### config.mk
export PLATFORM = sky130hd
export DESIGN_NAME = bounding_box_merge_table
export DESIGN_NICKNAME = d
export VERILOG_FILES = /design/src/hw/rtl/bbm_pkg.sv /design/src/hw/rtl/bbm_store.sv /design/src/hw/rtl/bbm_merge_unit.sv /design/src/hw/rtl/bounding_box_merge_table.sv
export SDC_FILE = /design/constraint.sdc
export NUM_CORES = 2
export LEC_CHECK = 0
export BUFFER_PORTS_ARGS = -buffer_cell sky130_fd_sc_hd__buf_4
export CORE_AREA = 5 5 305 307
export DETAILED_ROUTE_END_ITERATION = 16
export DIE_AREA = 0 0 310 312
export GPL_TIMING_DRIVEN = 0
export SLEW_MARGIN = 40
export SYNTH_ARGS = -nofsm -noshare
export SYNTH_HDL_FRONTEND = slang
export SYNTH_HIERARCHICAL = 1
export SYNTH_SLANG_ARGS = --single-unit
export TNS_END_PERCENT = 50
### constraint.sdc
create_clock -name clk -period 12.59 [get_ports clk]
set_input_delay 3.1475 -clock clk [delete_from_list [all_inputs] [get_ports clk]]
set_output_delay 3.1475 -clock clk [all_outputs]
set_load 0.005 [all_outputs]
### src/hw/rtl/bbm_pkg.sv
// bbm_pkg: shared constants, request codes and sequencer states of the box merge table.
// No dependencies; bounding_box_merge_table in hw/rtl refers to it by scoped name.
`timescale 1ns / 1ps

package bbm_pkg;

    localparam int MAX_BOXES_DEF  = 16;
    localparam int COORD_BITS_DEF = 12;
    localparam int SLOT_W         = 4;
    localparam int SLOT_LIMIT     = 16;

    localparam logic MODE_INSERT = 1'b0;
    localparam logic MODE_FLUSH  = 1'b1;

    typedef enum logic [2:0] {
        ST_IDLE,
        ST_INS_WALK,
        ST_INS_END,
        ST_FL_EMPTY,
        ST_FL_LOAD
    } bbm_state_t;

endpackage

### src/hw/rtl/bbm_store.sv
// bbm_store: single write port, single registered read port box memory.
// Depends on nothing; widths and depth come from the top level.
`timescale 1ns / 1ps

module bbm_store #(
    parameter int DEPTH   = 16,
    parameter int ADDR_W  = 4,
    parameter int ENTRY_W = 50
) (
    input  logic               clk,
    input  logic               wr_en,
    input  logic [ADDR_W-1:0]  wr_addr,
    input  logic [ENTRY_W-1:0] wr_data,
    input  logic               rd_en,
    input  logic [ADDR_W-1:0]  rd_addr,
    output logic [ENTRY_W-1:0] rd_data
);

    logic [ENTRY_W-1:0] mem_reg [DEPTH];
    logic [ENTRY_W-1:0] rd_data_reg;

    always_ff @(posedge clk)
    begin
        if (wr_en)
        begin
            mem_reg[wr_addr] <= wr_data;
        end
        if (rd_en)
        begin
            rd_data_reg <= mem_reg[rd_addr];
        end
    end

    assign rd_data = rd_data_reg;

endmodule

### src/hw/rtl/bbm_merge_unit.sv
// bbm_merge_unit: overlap test and bounding union of the new box with one stored box.
// Combinational; shared by every step of the table walk. No package dependencies.
`timescale 1ns / 1ps

module bbm_merge_unit #(
    parameter int COORD_BITS = 12
) (
    input  logic [COORD_BITS-1:0] nb_left,
    input  logic [COORD_BITS-1:0] nb_top,
    input  logic [COORD_BITS-1:0] nb_width,
    input  logic [COORD_BITS-1:0] nb_height,
    input  logic [COORD_BITS-1:0] sb_left,
    input  logic [COORD_BITS-1:0] sb_top,
    input  logic [COORD_BITS:0]   sb_width,
    input  logic [COORD_BITS:0]   sb_height,
    output logic                  hit,
    output logic [COORD_BITS-1:0] un_left,
    output logic [COORD_BITS-1:0] un_top,
    output logic [COORD_BITS:0]   un_width,
    output logic [COORD_BITS:0]   un_height
);

    localparam int EW = COORD_BITS + 2;

    logic [EW-1:0]         n_right, s_right, n_bot, s_bot;
    logic [EW-1:0]         min_right, min_bot, max_right, max_bot;
    logic [COORD_BITS-1:0] max_left, max_top;

    always_comb
    begin
        n_right   = EW'(nb_left) + EW'(nb_width);
        s_right   = EW'(sb_left) + EW'(sb_width);
        n_bot     = EW'(nb_top) + EW'(nb_height);
        s_bot     = EW'(sb_top) + EW'(sb_height);
        max_left  = (nb_left > sb_left) ? nb_left : sb_left;
        max_top   = (nb_top > sb_top) ? nb_top : sb_top;
        un_left   = (nb_left < sb_left) ? nb_left : sb_left;
        un_top    = (nb_top < sb_top) ? nb_top : sb_top;
        min_right = (n_right < s_right) ? n_right : s_right;
        min_bot   = (n_bot < s_bot) ? n_bot : s_bot;
        max_right = (n_right > s_right) ? n_right : s_right;
        max_bot   = (n_bot > s_bot) ? n_bot : s_bot;
        hit       = (min_right > EW'(max_left)) && (min_bot > EW'(max_top));
        un_width  = (COORD_BITS + 1)'(max_right - EW'(un_left));
        un_height = (COORD_BITS + 1)'(max_bot - EW'(un_top));
    end

endmodule

### src/hw/rtl/bounding_box_merge_table.sv
// bounding_box_merge_table: per-frame box table with overlap merging.
// Depends on bbm_pkg, bbm_store and bbm_merge_unit.
//
// Usage:
//   Input channel (in_valid/in_ready) carries one request: mode 0 inserts a box,
//   mode 1 flushes the table. Output channel (out_valid/out_ready) carries stored
//   boxes in slot order; the final one of a flush has last set.
// Insert: the sequencer walks the stored boxes one per cycle through the single
//   merge unit, reading the box memory ahead and writing merged boxes back.
//   in_ready stays low through the walk and the closing ST_INS_END step; the
//   one memory read port feeding the merge unit sets the pace of the walk.
// Flush: after the registered memory read, one box per cycle while out_ready is
//   high. An empty table gives a single result with table_empty set.
//   in_ready returns once the last box has entered the output register.
// Stall: the output register holds a result until taken; the flush walk pauses
//   meanwhile. A new request may be accepted while the last result still waits.
// Reset: clears box count, overflow flag, sequencer and output valid at once;
//   the box memory is not cleared and needs no sweep.
`timescale 1ns / 1ps

module bounding_box_merge_table #(
    parameter int MAX_BOXES  = bbm_pkg::MAX_BOXES_DEF,
    parameter int COORD_BITS = bbm_pkg::COORD_BITS_DEF
) (
    input  logic                        clk,
    input  logic                        rst_n,
    input  logic                        in_valid,
    output logic                        in_ready,
    input  logic                        mode,
    input  logic [COORD_BITS-1:0]       box_left,
    input  logic [COORD_BITS-1:0]       box_top,
    input  logic [COORD_BITS-1:0]       box_width,
    input  logic [COORD_BITS-1:0]       box_height,
    output logic                        out_valid,
    input  logic                        out_ready,
    output logic [COORD_BITS-1:0]       out_left,
    output logic [COORD_BITS-1:0]       out_top,
    output logic [COORD_BITS:0]         out_width,
    output logic [COORD_BITS:0]         out_height,
    output logic [bbm_pkg::SLOT_W-1:0]  out_slot,
    output logic                        table_empty,
    output logic                        dropped_any,
    output logic                        last
);

    localparam int CAP     = (MAX_BOXES < bbm_pkg::SLOT_LIMIT) ? MAX_BOXES
                                                               : bbm_pkg::SLOT_LIMIT;
    localparam int IDX_W   = (CAP > 1) ? $clog2(CAP) : 1;
    localparam int CNT_W   = $clog2(CAP + 1);
    localparam int SZ_W    = COORD_BITS + 1;
    localparam int ENTRY_W = 2 * COORD_BITS + 2 * SZ_W;
    localparam int TOP_LSB = 2 * SZ_W;
    localparam int LEFT_LSB = TOP_LSB + COORD_BITS;

    bbm_pkg::bbm_state_t state_reg, state_next;

    logic [IDX_W-1:0]      idx_reg, idx_next, idx_inc;
    logic [CNT_W-1:0]      count_reg, count_next;
    logic                  ovf_reg, ovf_next;
    logic                  hit_reg, hit_next;

    logic [COORD_BITS-1:0] nb_left_reg, nb_top_reg, nb_width_reg, nb_height_reg;
    logic                  load_box;

    logic                  out_valid_reg, out_valid_next;
    logic [COORD_BITS-1:0] out_left_reg, out_left_next, out_top_reg, out_top_next;
    logic [SZ_W-1:0]       out_width_reg, out_width_next, out_height_reg, out_height_next;
    logic [bbm_pkg::SLOT_W-1:0] out_slot_reg, out_slot_next;
    logic                  out_empty_reg, out_empty_next;
    logic                  out_drop_reg, out_drop_next;
    logic                  out_last_reg, out_last_next;

    logic                  rd_en, wr_en;
    logic [IDX_W-1:0]      rd_addr, wr_addr;
    logic [ENTRY_W-1:0]    wr_data, rd_data;

    logic [COORD_BITS-1:0] sb_left, sb_top, un_left, un_top;
    logic [SZ_W-1:0]       sb_width, sb_height, un_width, un_height;
    logic                  hit;
    logic                  walk_last, out_free;

    assign sb_left   = rd_data[LEFT_LSB +: COORD_BITS];
    assign sb_top    = rd_data[TOP_LSB +: COORD_BITS];
    assign sb_width  = rd_data[SZ_W +: SZ_W];
    assign sb_height = rd_data[0 +: SZ_W];

    bbm_store #(
        .DEPTH   (CAP),
        .ADDR_W  (IDX_W),
        .ENTRY_W (ENTRY_W)
    ) u_store (
        .clk     (clk),
        .wr_en   (wr_en),
        .wr_addr (wr_addr),
        .wr_data (wr_data),
        .rd_en   (rd_en),
        .rd_addr (rd_addr),
        .rd_data (rd_data)
    );

    bbm_merge_unit #(
        .COORD_BITS (COORD_BITS)
    ) u_merge (
        .nb_left   (nb_left_reg),
        .nb_top    (nb_top_reg),
        .nb_width  (nb_width_reg),
        .nb_height (nb_height_reg),
        .sb_left   (sb_left),
        .sb_top    (sb_top),
        .sb_width  (sb_width),
        .sb_height (sb_height),
        .hit       (hit),
        .un_left   (un_left),
        .un_top    (un_top),
        .un_width  (un_width),
        .un_height (un_height)
    );

    assign idx_inc   = idx_reg + IDX_W'(1);
    assign walk_last = (CNT_W'(idx_reg) + CNT_W'(1)) == count_reg;
    assign out_free  = !out_valid_reg || out_ready;

    always_comb
    begin
        state_next      = state_reg;
        idx_next        = idx_reg;
        count_next      = count_reg;
        ovf_next        = ovf_reg;
        hit_next        = hit_reg;
        load_box        = 1'b0;
        rd_en           = 1'b0;
        rd_addr         = idx_inc;
        wr_en           = 1'b0;
        wr_addr         = idx_reg;
        wr_data         = {un_left, un_top, un_width, un_height};
        out_valid_next  = out_valid_reg && !out_ready;
        out_left_next   = out_left_reg;
        out_top_next    = out_top_reg;
        out_width_next  = out_width_reg;
        out_height_next = out_height_reg;
        out_slot_next   = out_slot_reg;
        out_empty_next  = out_empty_reg;
        out_drop_next   = out_drop_reg;
        out_last_next   = out_last_reg;

        case (state_reg)
            bbm_pkg::ST_IDLE:
            begin
                if (in_valid)
                begin
                    idx_next = '0;
                    rd_addr  = '0;
                    if (mode == bbm_pkg::MODE_INSERT)
                    begin
                        load_box = 1'b1;
                        hit_next = 1'b0;
                        if (count_reg != '0)
                        begin
                            rd_en      = 1'b1;
                            state_next = bbm_pkg::ST_INS_WALK;
                        end
                        else
                        begin
                            state_next = bbm_pkg::ST_INS_END;
                        end
                    end
                    else if (count_reg == '0)
                    begin
                        state_next = bbm_pkg::ST_FL_EMPTY;
                    end
                    else
                    begin
                        rd_en      = 1'b1;
                        state_next = bbm_pkg::ST_FL_LOAD;
                    end
                end
            end

            bbm_pkg::ST_INS_WALK:
            begin
                if (hit)
                begin
                    wr_en    = 1'b1;
                    hit_next = 1'b1;
                end
                if (walk_last)
                begin
                    state_next = bbm_pkg::ST_INS_END;
                end
                else
                begin
                    rd_en    = 1'b1;
                    idx_next = idx_inc;
                end
            end

            bbm_pkg::ST_INS_END:
            begin
                if (!hit_reg)
                begin
                    if (count_reg < CNT_W'(CAP))
                    begin
                        wr_en      = 1'b1;
                        wr_addr    = IDX_W'(count_reg);
                        wr_data    = {nb_left_reg, nb_top_reg,
                                      SZ_W'(nb_width_reg), SZ_W'(nb_height_reg)};
                        count_next = count_reg + CNT_W'(1);
                    end
                    else
                    begin
                        ovf_next = 1'b1;
                    end
                end
                state_next = bbm_pkg::ST_IDLE;
            end

            bbm_pkg::ST_FL_EMPTY:
            begin
                if (out_free)
                begin
                    out_valid_next  = 1'b1;
                    out_left_next   = '0;
                    out_top_next    = '0;
                    out_width_next  = '0;
                    out_height_next = '0;
                    out_slot_next   = '0;
                    out_empty_next  = 1'b1;
                    out_drop_next   = ovf_reg;
                    out_last_next   = 1'b1;
                    ovf_next        = 1'b0;
                    state_next      = bbm_pkg::ST_IDLE;
                end
            end

            bbm_pkg::ST_FL_LOAD:
            begin
                if (out_free)
                begin
                    out_valid_next  = 1'b1;
                    out_left_next   = sb_left;
                    out_top_next    = sb_top;
                    out_width_next  = sb_width;
                    out_height_next = sb_height;
                    out_slot_next   = bbm_pkg::SLOT_W'(idx_reg);
                    out_empty_next  = 1'b0;
                    out_drop_next   = ovf_reg;
                    out_last_next   = walk_last;
                    if (walk_last)
                    begin
                        count_next = '0;
                        ovf_next   = 1'b0;
                        state_next = bbm_pkg::ST_IDLE;
                    end
                    else
                    begin
                        rd_en    = 1'b1;
                        idx_next = idx_inc;
                    end
                end
            end

            default:
            begin
                state_next = bbm_pkg::ST_IDLE;
            end
        endcase
    end

    always_ff @(posedge clk or negedge rst_n)
    begin
        if (!rst_n)
        begin
            state_reg     <= bbm_pkg::ST_IDLE;
            idx_reg       <= '0;
            count_reg     <= '0;
            ovf_reg       <= 1'b0;
            hit_reg       <= 1'b0;
            out_valid_reg <= 1'b0;
        end
        else
        begin
            state_reg     <= state_next;
            idx_reg       <= idx_next;
            count_reg     <= count_next;
            ovf_reg       <= ovf_next;
            hit_reg       <= hit_next;
            out_valid_reg <= out_valid_next;
        end
    end

    always_ff @(posedge clk)
    begin
        if (load_box)
        begin
            nb_left_reg   <= box_left;
            nb_top_reg    <= box_top;
            nb_width_reg  <= box_width;
            nb_height_reg <= box_height;
        end
        out_left_reg   <= out_left_next;
        out_top_reg    <= out_top_next;
        out_width_reg  <= out_width_next;
        out_height_reg <= out_height_next;
        out_slot_reg   <= out_slot_next;
        out_empty_reg  <= out_empty_next;
        out_drop_reg   <= out_drop_next;
        out_last_reg   <= out_last_next;
    end

    assign in_ready    = (state_reg == bbm_pkg::ST_IDLE);
    assign out_valid   = out_valid_reg;
    assign out_left    = out_left_reg;
    assign out_top     = out_top_reg;
    assign out_width   = out_width_reg;
    assign out_height  = out_height_reg;
    assign out_slot    = out_slot_reg;
    assign table_empty = out_empty_reg;
    assign dropped_any = out_drop_reg;
    assign last        = out_last_reg;

endmodule

Word level (Yosys, flattened, before mapping)
Memory sizes are Yosys's and may differ from the RTL's. A register that Yosys moved wholly into a read port is not among the register bits.
Cells that the tools add are included.
- register bits after elaboration: 120
- RAM bits: 800
- input port bits: 53
- output and inout port bits: 59
- logic and storage cells: 154
- memories: 1
- $add $sub $neg: 9
- $lt $le $gt $ge: 11
- equality and inequality tests: 15
- multiplexer cells: 79
- reductions and logical operators: 21
- memories (name ; words ; bits a word ; rd ports ; clocked after Yosys merged registers in ; wr ports ; RTL line ; text):
    u_store.mem_reg ; 16 ; 50 ; 1 ; 1 ; 1 ; bbm_store.sv:19 ; logic [ENTRY_W-1:0] mem_reg [DEPTH];
- operators by type and width (kind ; count):
    50-bit two-way mux ; 3
    12-bit two-way mux ; 7
    13-bit two-way mux ; 5
    13-bit case mux with 2 select lines ; 2
    12-bit case mux with 2 select lines ; 2
    4-bit two-way mux ; 10
    12-bit by 13-bit adder with 14-bit output ; 2
    13-bit by 14-bit greater-than comparator with 1-bit output ; 2
    14-bit by 12-bit greater-than comparator with 1-bit output ; 2
    13-bit by 14-bit less-than comparator with 1-bit output ; 2
    14-bit two-way mux ; 2
    12-bit by 12-bit adder with 13-bit output ; 2
    1-bit two-way mux ; 26
    13-bit by 12-bit subtractor with 13-bit output ; 2
    12-bit greater-than comparator ; 2
    12-bit less-than comparator ; 2
    3-bit two-way mux ; 7
    5-bit two-way mux ; 4
    2-bit inequality test, second input constant ; 10
    3-bit case mux with 4 select lines ; 1
    4-bit case mux with 3 select lines ; 1
    5-bit case mux with 2 select lines ; 1
    5-bit AND reduction ; 2
    1-bit case mux with 2 select lines ; 4
    other kinds (24) ; 32

Depth between registers and ports, before layout
- depth after elaboration: 9
- depth in mapped cells: 33

Hierarchy
The synthesis kept the hierarchy.
- by module, submodules not included (module ; times used ; cells an instance ; area an instance (um2) ; seq. area each (um2)):
    bbm_store ; 1 ; 1294 ; 31411.4 ; 25524.5
    bbm_merge_unit ; 1 ; 787 ; 5933.2 ; 0.0
    bounding_box_merge_table ; 1 ; 357 ; 5312.6 ; 3528.4

Worst setup path before layout
No wires, ideal clock.
- path kind: register to register
- from: reg nb_left_reg[0]
- to: mem u_store.mem_reg[0][0], enable pin
- arrival: 8.717 ns
- data required time: 12.071 ns
- path slack: 3.354 ns
- stages on the path, launching flop included: 31
- clock period less this slack: 9.236 ns
- cell sequence: edfxtp_1 > ha_1 > inv_1 > fa_1 > nor2b_1 > o21ai_0 > nand2b_1 > a21o_1 > a221o_1 > a31oi_1 > o21ai_0 > ha_1 > a21oi_1 > o21ai_0 > o21ai_2 > clkbuf_1 > mux2i_1 > ha_1 > nor2b_1 > o21a_1 > o21a_1 > o21a_1 > o21a_1 > o21ai_0 > a21o_1 > a21oi_1 > a2bb2oi_1 > nand2_1 > o21ai_0 > or3b_2 > nor3_1
- cells in the longest elaborated chain, start to end: 9
- elaborated cells between the ends (all ways): 11
- classes of those cells: add/sub (1); order compare (3); mux (6); reduce/logical (1)
- RTL lines (item ; RTL line ; text):
    from (decl) ; bounding_box_merge_table.sv:62 ; logic [COORD_BITS-1:0] nb_left_reg, nb_top_reg, nb_width_reg, nb_height_reg;
    from (signal assigned) ; bounding_box_merge_table.sv:295 ; nb_left_reg <= box_left;
    12-bit by 12-bit adder with 13-bit output ; bbm_merge_unit.sv:31 ; n_right = EW'(nb_left) + EW'(nb_width);
    13-bit by 14-bit less-than comparator with 1-bit output ; bbm_merge_unit.sv:39 ; min_right = (n_right < s_right) ? n_right : s_right;
    14-bit two-way mux ; bbm_merge_unit.sv:39 ;
    14-bit by 12-bit greater-than comparator with 1-bit output (*) ; bbm_merge_unit.sv:43 ; hit = (min_right > EW'(max_left)) && (min_bot > EW'(max_top));
    1-bit logical AND (*) ; bbm_merge_unit.sv:43 ;
    net hit ; bounding_box_merge_table.sv:79 ; logic hit;
    1-bit two-way mux (*) ; bounding_box_merge_table.sv:181 ; if (hit)
    1-bit case mux with 2 select lines (*) ; bounding_box_merge_table.sv:146 ; case (state_reg)
    net wr_en ; bounding_box_merge_table.sv:73 ; logic rd_en, wr_en;
    1-bit two-way mux (*) ; bbm_store.sv:24 ; if (wr_en)
    1-bit two-way mux (not written as such) (*) ; bbm_store.sv:26 ; mem_reg[wr_addr] <= wr_data;
    to (decl) ; bbm_store.sv:19 ;
Mark *: on every way through the listed nets, which the timed path passes. The rest lies on a longest branch.

Worst setup path in the final report
- from: reg u_store.rd_data_reg[39], in the netlist u_store/rd_data[39], read port of u_store.mem_reg
- to: mem u_store.mem_reg[0][22], enable pin
- cells in the longest elaborated chain, start to end: 9
- elaborated cells between the ends (all ways): 11
- classes of those cells: add/sub (1); order compare (3); mux (6); reduce/logical (1)
- RTL lines (item ; RTL line ; text):
    from (decl) ; bbm_store.sv:20 ; logic [ENTRY_W-1:0] rd_data_reg;
    12-bit by 13-bit adder with 14-bit output ; bbm_merge_unit.sv:32 ; s_right = EW'(sb_left) + EW'(sb_width);
    13-bit by 14-bit less-than comparator with 1-bit output ; bbm_merge_unit.sv:39 ;
    14-bit two-way mux ; bbm_merge_unit.sv:39 ;
    14-bit by 12-bit greater-than comparator with 1-bit output (*) ; bbm_merge_unit.sv:43 ;
    1-bit logical AND (*) ; bbm_merge_unit.sv:43 ;
    net hit ; bounding_box_merge_table.sv:79 ;
    1-bit two-way mux (*) ; bounding_box_merge_table.sv:181 ;
    1-bit case mux with 2 select lines (*) ; bounding_box_merge_table.sv:146 ;
    net wr_en ; bounding_box_merge_table.sv:73 ;
    1-bit two-way mux (*) ; bbm_store.sv:24 ;
    1-bit two-way mux (not written as such) (*) ; bbm_store.sv:26 ;
Marked as above.

==> flow_metrics.env <==
export IMPL_min_from="ovf_reg"
export IMPL_maxSlewViolCount=0
export IMPL_initial_core_util=0.475
export IMPL_grt_pass1_wl_mm=161
export IMPL_wl_met3_mm=8.27
export IMPL_slowest_delay_ns=0.63
export IMPL_cp_buffers_inverters=7
export IMPL_ant_nets=0
export IMPL_status="complete, no violations"
export IMPL_syn_to_final_growth_pct=16.8
export IMPL_multiInputGateArea_um2=12900
export IMPL_first_global_vias=24400
export IMPL_synth_commonest_cells="edfxtp_1, mux4_2, ha_1"
export IMPL_hold_viol_final=0
export IMPL_setup_viol_count_final=0
export IMPL_synth_most_common_cell="edfxtp_1"
export IMPL_reg2reg_from="u_store/rd_data[39]"
export IMPL_cts_resized=0
export IMPL_hold_buffers=0
export IMPL_worst_path_dominant_cell_family="compound AO/OA/AOI/OAI gates"
export IMPL_dpl_hpwl_mm=80.3
export IMPL_synth_async_sr_flop_share=0.0155
export IMPL_root_buffer="clkbuf_16"
export IMPL_post_cts_buffers=0
export IMPL_reg2reg_to="u_store/mem_reg[0][22]"
export IMPL_rows=110
export IMPL_maxCapViolCount=0
export IMPL_synth_net_count=2648
export IMPL_fill_cells=6937
export IMPL_dieArea_um2=96700
export IMPL_cts_buffers=98
export IMPL_synth_top_area_frac=0.672
export IMPL_highest_layer="met4"
export IMPL_antenna_found_initial=4
export IMPL_met1_length_mm=45.6
export IMPL_min_path_type="flip-flop to flip-flop"
export IMPL_wl_met2_mm=53.1
export IMPL_wl_per_cell_um=27.6
export IMPL_cts_clk_slew_worst_paths_ns=0.06
export IMPL_cts_tree="built"
export IMPL_synth_largest_area_cell="edfxtp_1"
export IMPL_place_port_buffers=111
export IMPL_worstSetupEndpointType="flip-flop"
export IMPL_nets=2956
export IMPL_yosysSeqAreaShare=0.681
export IMPL_relSlewSlack=0.435
export IMPL_clock_latency_ns=0.66
export IMPL_clock_fmax_ghz=0.115
export IMPL_ys_flop_type="edfxtp_1"
export IMPL_synthTopCellsByArea="edfxtp_1, mux4_2, ha_1"
export IMPL_path_common_cell="buf_4"
export IMPL_io_pins=112
export IMPL_dpl_cell_area_um2=46600
export IMPL_yosysWarnings=6
export IMPL_core_area_um2=89700
export IMPL_rrSetupSlack_ns=3.91
export IMPL_layout_drive_gt1_share=0.251
export IMPL_die_h_um=312
export IMPL_htree_levels=3
export IMPL_grt_max_degree=34
export IMPL_grt_usage=0.228
export IMPL_drcViolationCount=0
export IMPL_whs_path_depth=0
export IMPL_num_vias=23600
export IMPL_synth_cells=2438
export IMPL_largest_reg_flops=800
export IMPL_synth_edf_count=955
export IMPL_rsz0062_at_grt="no"
export IMPL_netlist_area_um2=42700
export IMPL_finalClockSkew_ns=0.0308
export IMPL_reg2reg_depth=34
export IMPL_ys_types=79
export IMPL_crit_required_ns=12.96
export IMPL_via_per_inst=5.90
export IMPL_crit_arrival_ns=9.05
export IMPL_grt_overflow=0
export IMPL_gp_congestion=0.907
export IMPL_synth_avg_cell_area_um2=17.5
export IMPL_period_share=0.690
export IMPL_yosys_register_bits=970
export IMPL_drt_initial_drc_count=2348
export IMPL_routed_wl_mm=110
export IMPL_path_class="flip-flop to flip-flop"
export IMPL_fin_crit_ns=8.68
export IMPL_critPathSlowestCell="or3b_2"
export IMPL_dr_pass1_iters=5
export IMPL_cts_buffer_depth=3
export IMPL_clock_sinks=970
export IMPL_die_w_um=310
export IMPL_worstMarginPinSlew_ns=0.847
export IMPL_min_to="dropped_any"
export IMPL_stdcell_area_um2=49800
export IMPL_start_kind="flip-flop"
export IMPL_seqCellArea_um2=29100
export IMPL_crit_fanout=10
-- placed cells by master (no fill, tap or decap), types with 12 or more instances in the layout --
cell type and instances:
xor2_1 21, nand3_1 23, nor3_1 15, nand4_1 12
buf_4 150, inv_1 104, and3_1 62, nor2_1 47
buf_8 19, nor2_4 14, clkinv_1 13, o21ai_0 67
edfxtp_1 955, ha_1 151, buf_16 33, clkbuf_1 62
buf_1 13, nand2_1 105, xnor2_1 40, buf_2 42
a21oi_1 57, a21o_1 25, a22oi_1 100, clkbuf_16 99
nor2b_1 21, mux2_2 67, mux4_2 200, dfrtp_1 15
o21a_1 17, nand2b_1 23, mux2i_1 62, clkinv_2 18
-- how the worst max path moves through the flow --
| stage | from | endpoint | slack, ns | cells after the start |
|---|---|---|---|---|
| 3_5_place_dp | u_store/rd_data[39] | u_store/mem_reg[0][21] | 3.98 | 34 |
| 3_3_place_gp | u_store/rd_data[39] | u_store/mem_reg[0][22] | -2.39 | 29 |
| 6_report | u_store/rd_data[39] | u_store/mem_reg[0][22] | 3.91 | 34 |
| 5_1_grt | u_store/rd_data[39] | u_store/mem_reg[0][20] | 3.39 | 34 |
| 2_1_floorplan | nb_left_reg[0] | u_store/mem_reg[0][0] | 3.35 | 30 |
| 4_1_cts | u_store/rd_data[39] | u_store/mem_reg[0][21] | 3.95 | 34 |
-- through the flow --
step	std cells	util	setup WS [ns]	hold slack, ns	TNS (ns)
floorplan	2438	-	3.35	0.426	0
global placement	3725	0.501	-2.39	0.447	-431.49
global route	4000	0.555	3.39	0.476	0
CTS	4000	0.555	3.95	0.465	0
finish	4001	0.555	3.91	0.468	0
detailed placement	3822	0.519	3.98	0.438	0
-- metal layers --
| metal | GRT usage | vias to the layer above |
|---|---|---|
| li1 | - | 10400 |
| met1 | 0.315 | 12200 |
| met2 | 0.366 | 842 |
| met3 | 0.0487 | 156 |
| met4 | 0.0731 | 0 |
| met5 | 0 | - |
-- layout make-up --
class                           instances  area share
Multi-Input combinational cell       1264       0.258
Sequential cell                       970       0.583
Clock buffer                          122      0.0518
Clock inverter                         56      0.0129
Inverter                              105     0.00791
Tap cell                             1176      0.0295
Buffer                                 99     0.00959
Timing Repair Buffer                  208      0.0467
Antenna cell                            1   0.0000502
-- kinds of logic (layout without fill, tap and decap cells) --
family	after synthesis	count (layout)	share of synthesized area
buf+inv	204	590	0.0203
fa+ha+maj	157	157	0.0471
simple gates	365	365	0.0437
other cells	0	1	0
xor+xnor	61	61	0.0125
compound gates	348	348	0.0562
mux	333	333	0.139
flops	970	970	0.681
Power is not shown: default switching activity piles up to over one toggle a cycle in this logic, so the estimate is an artifact.
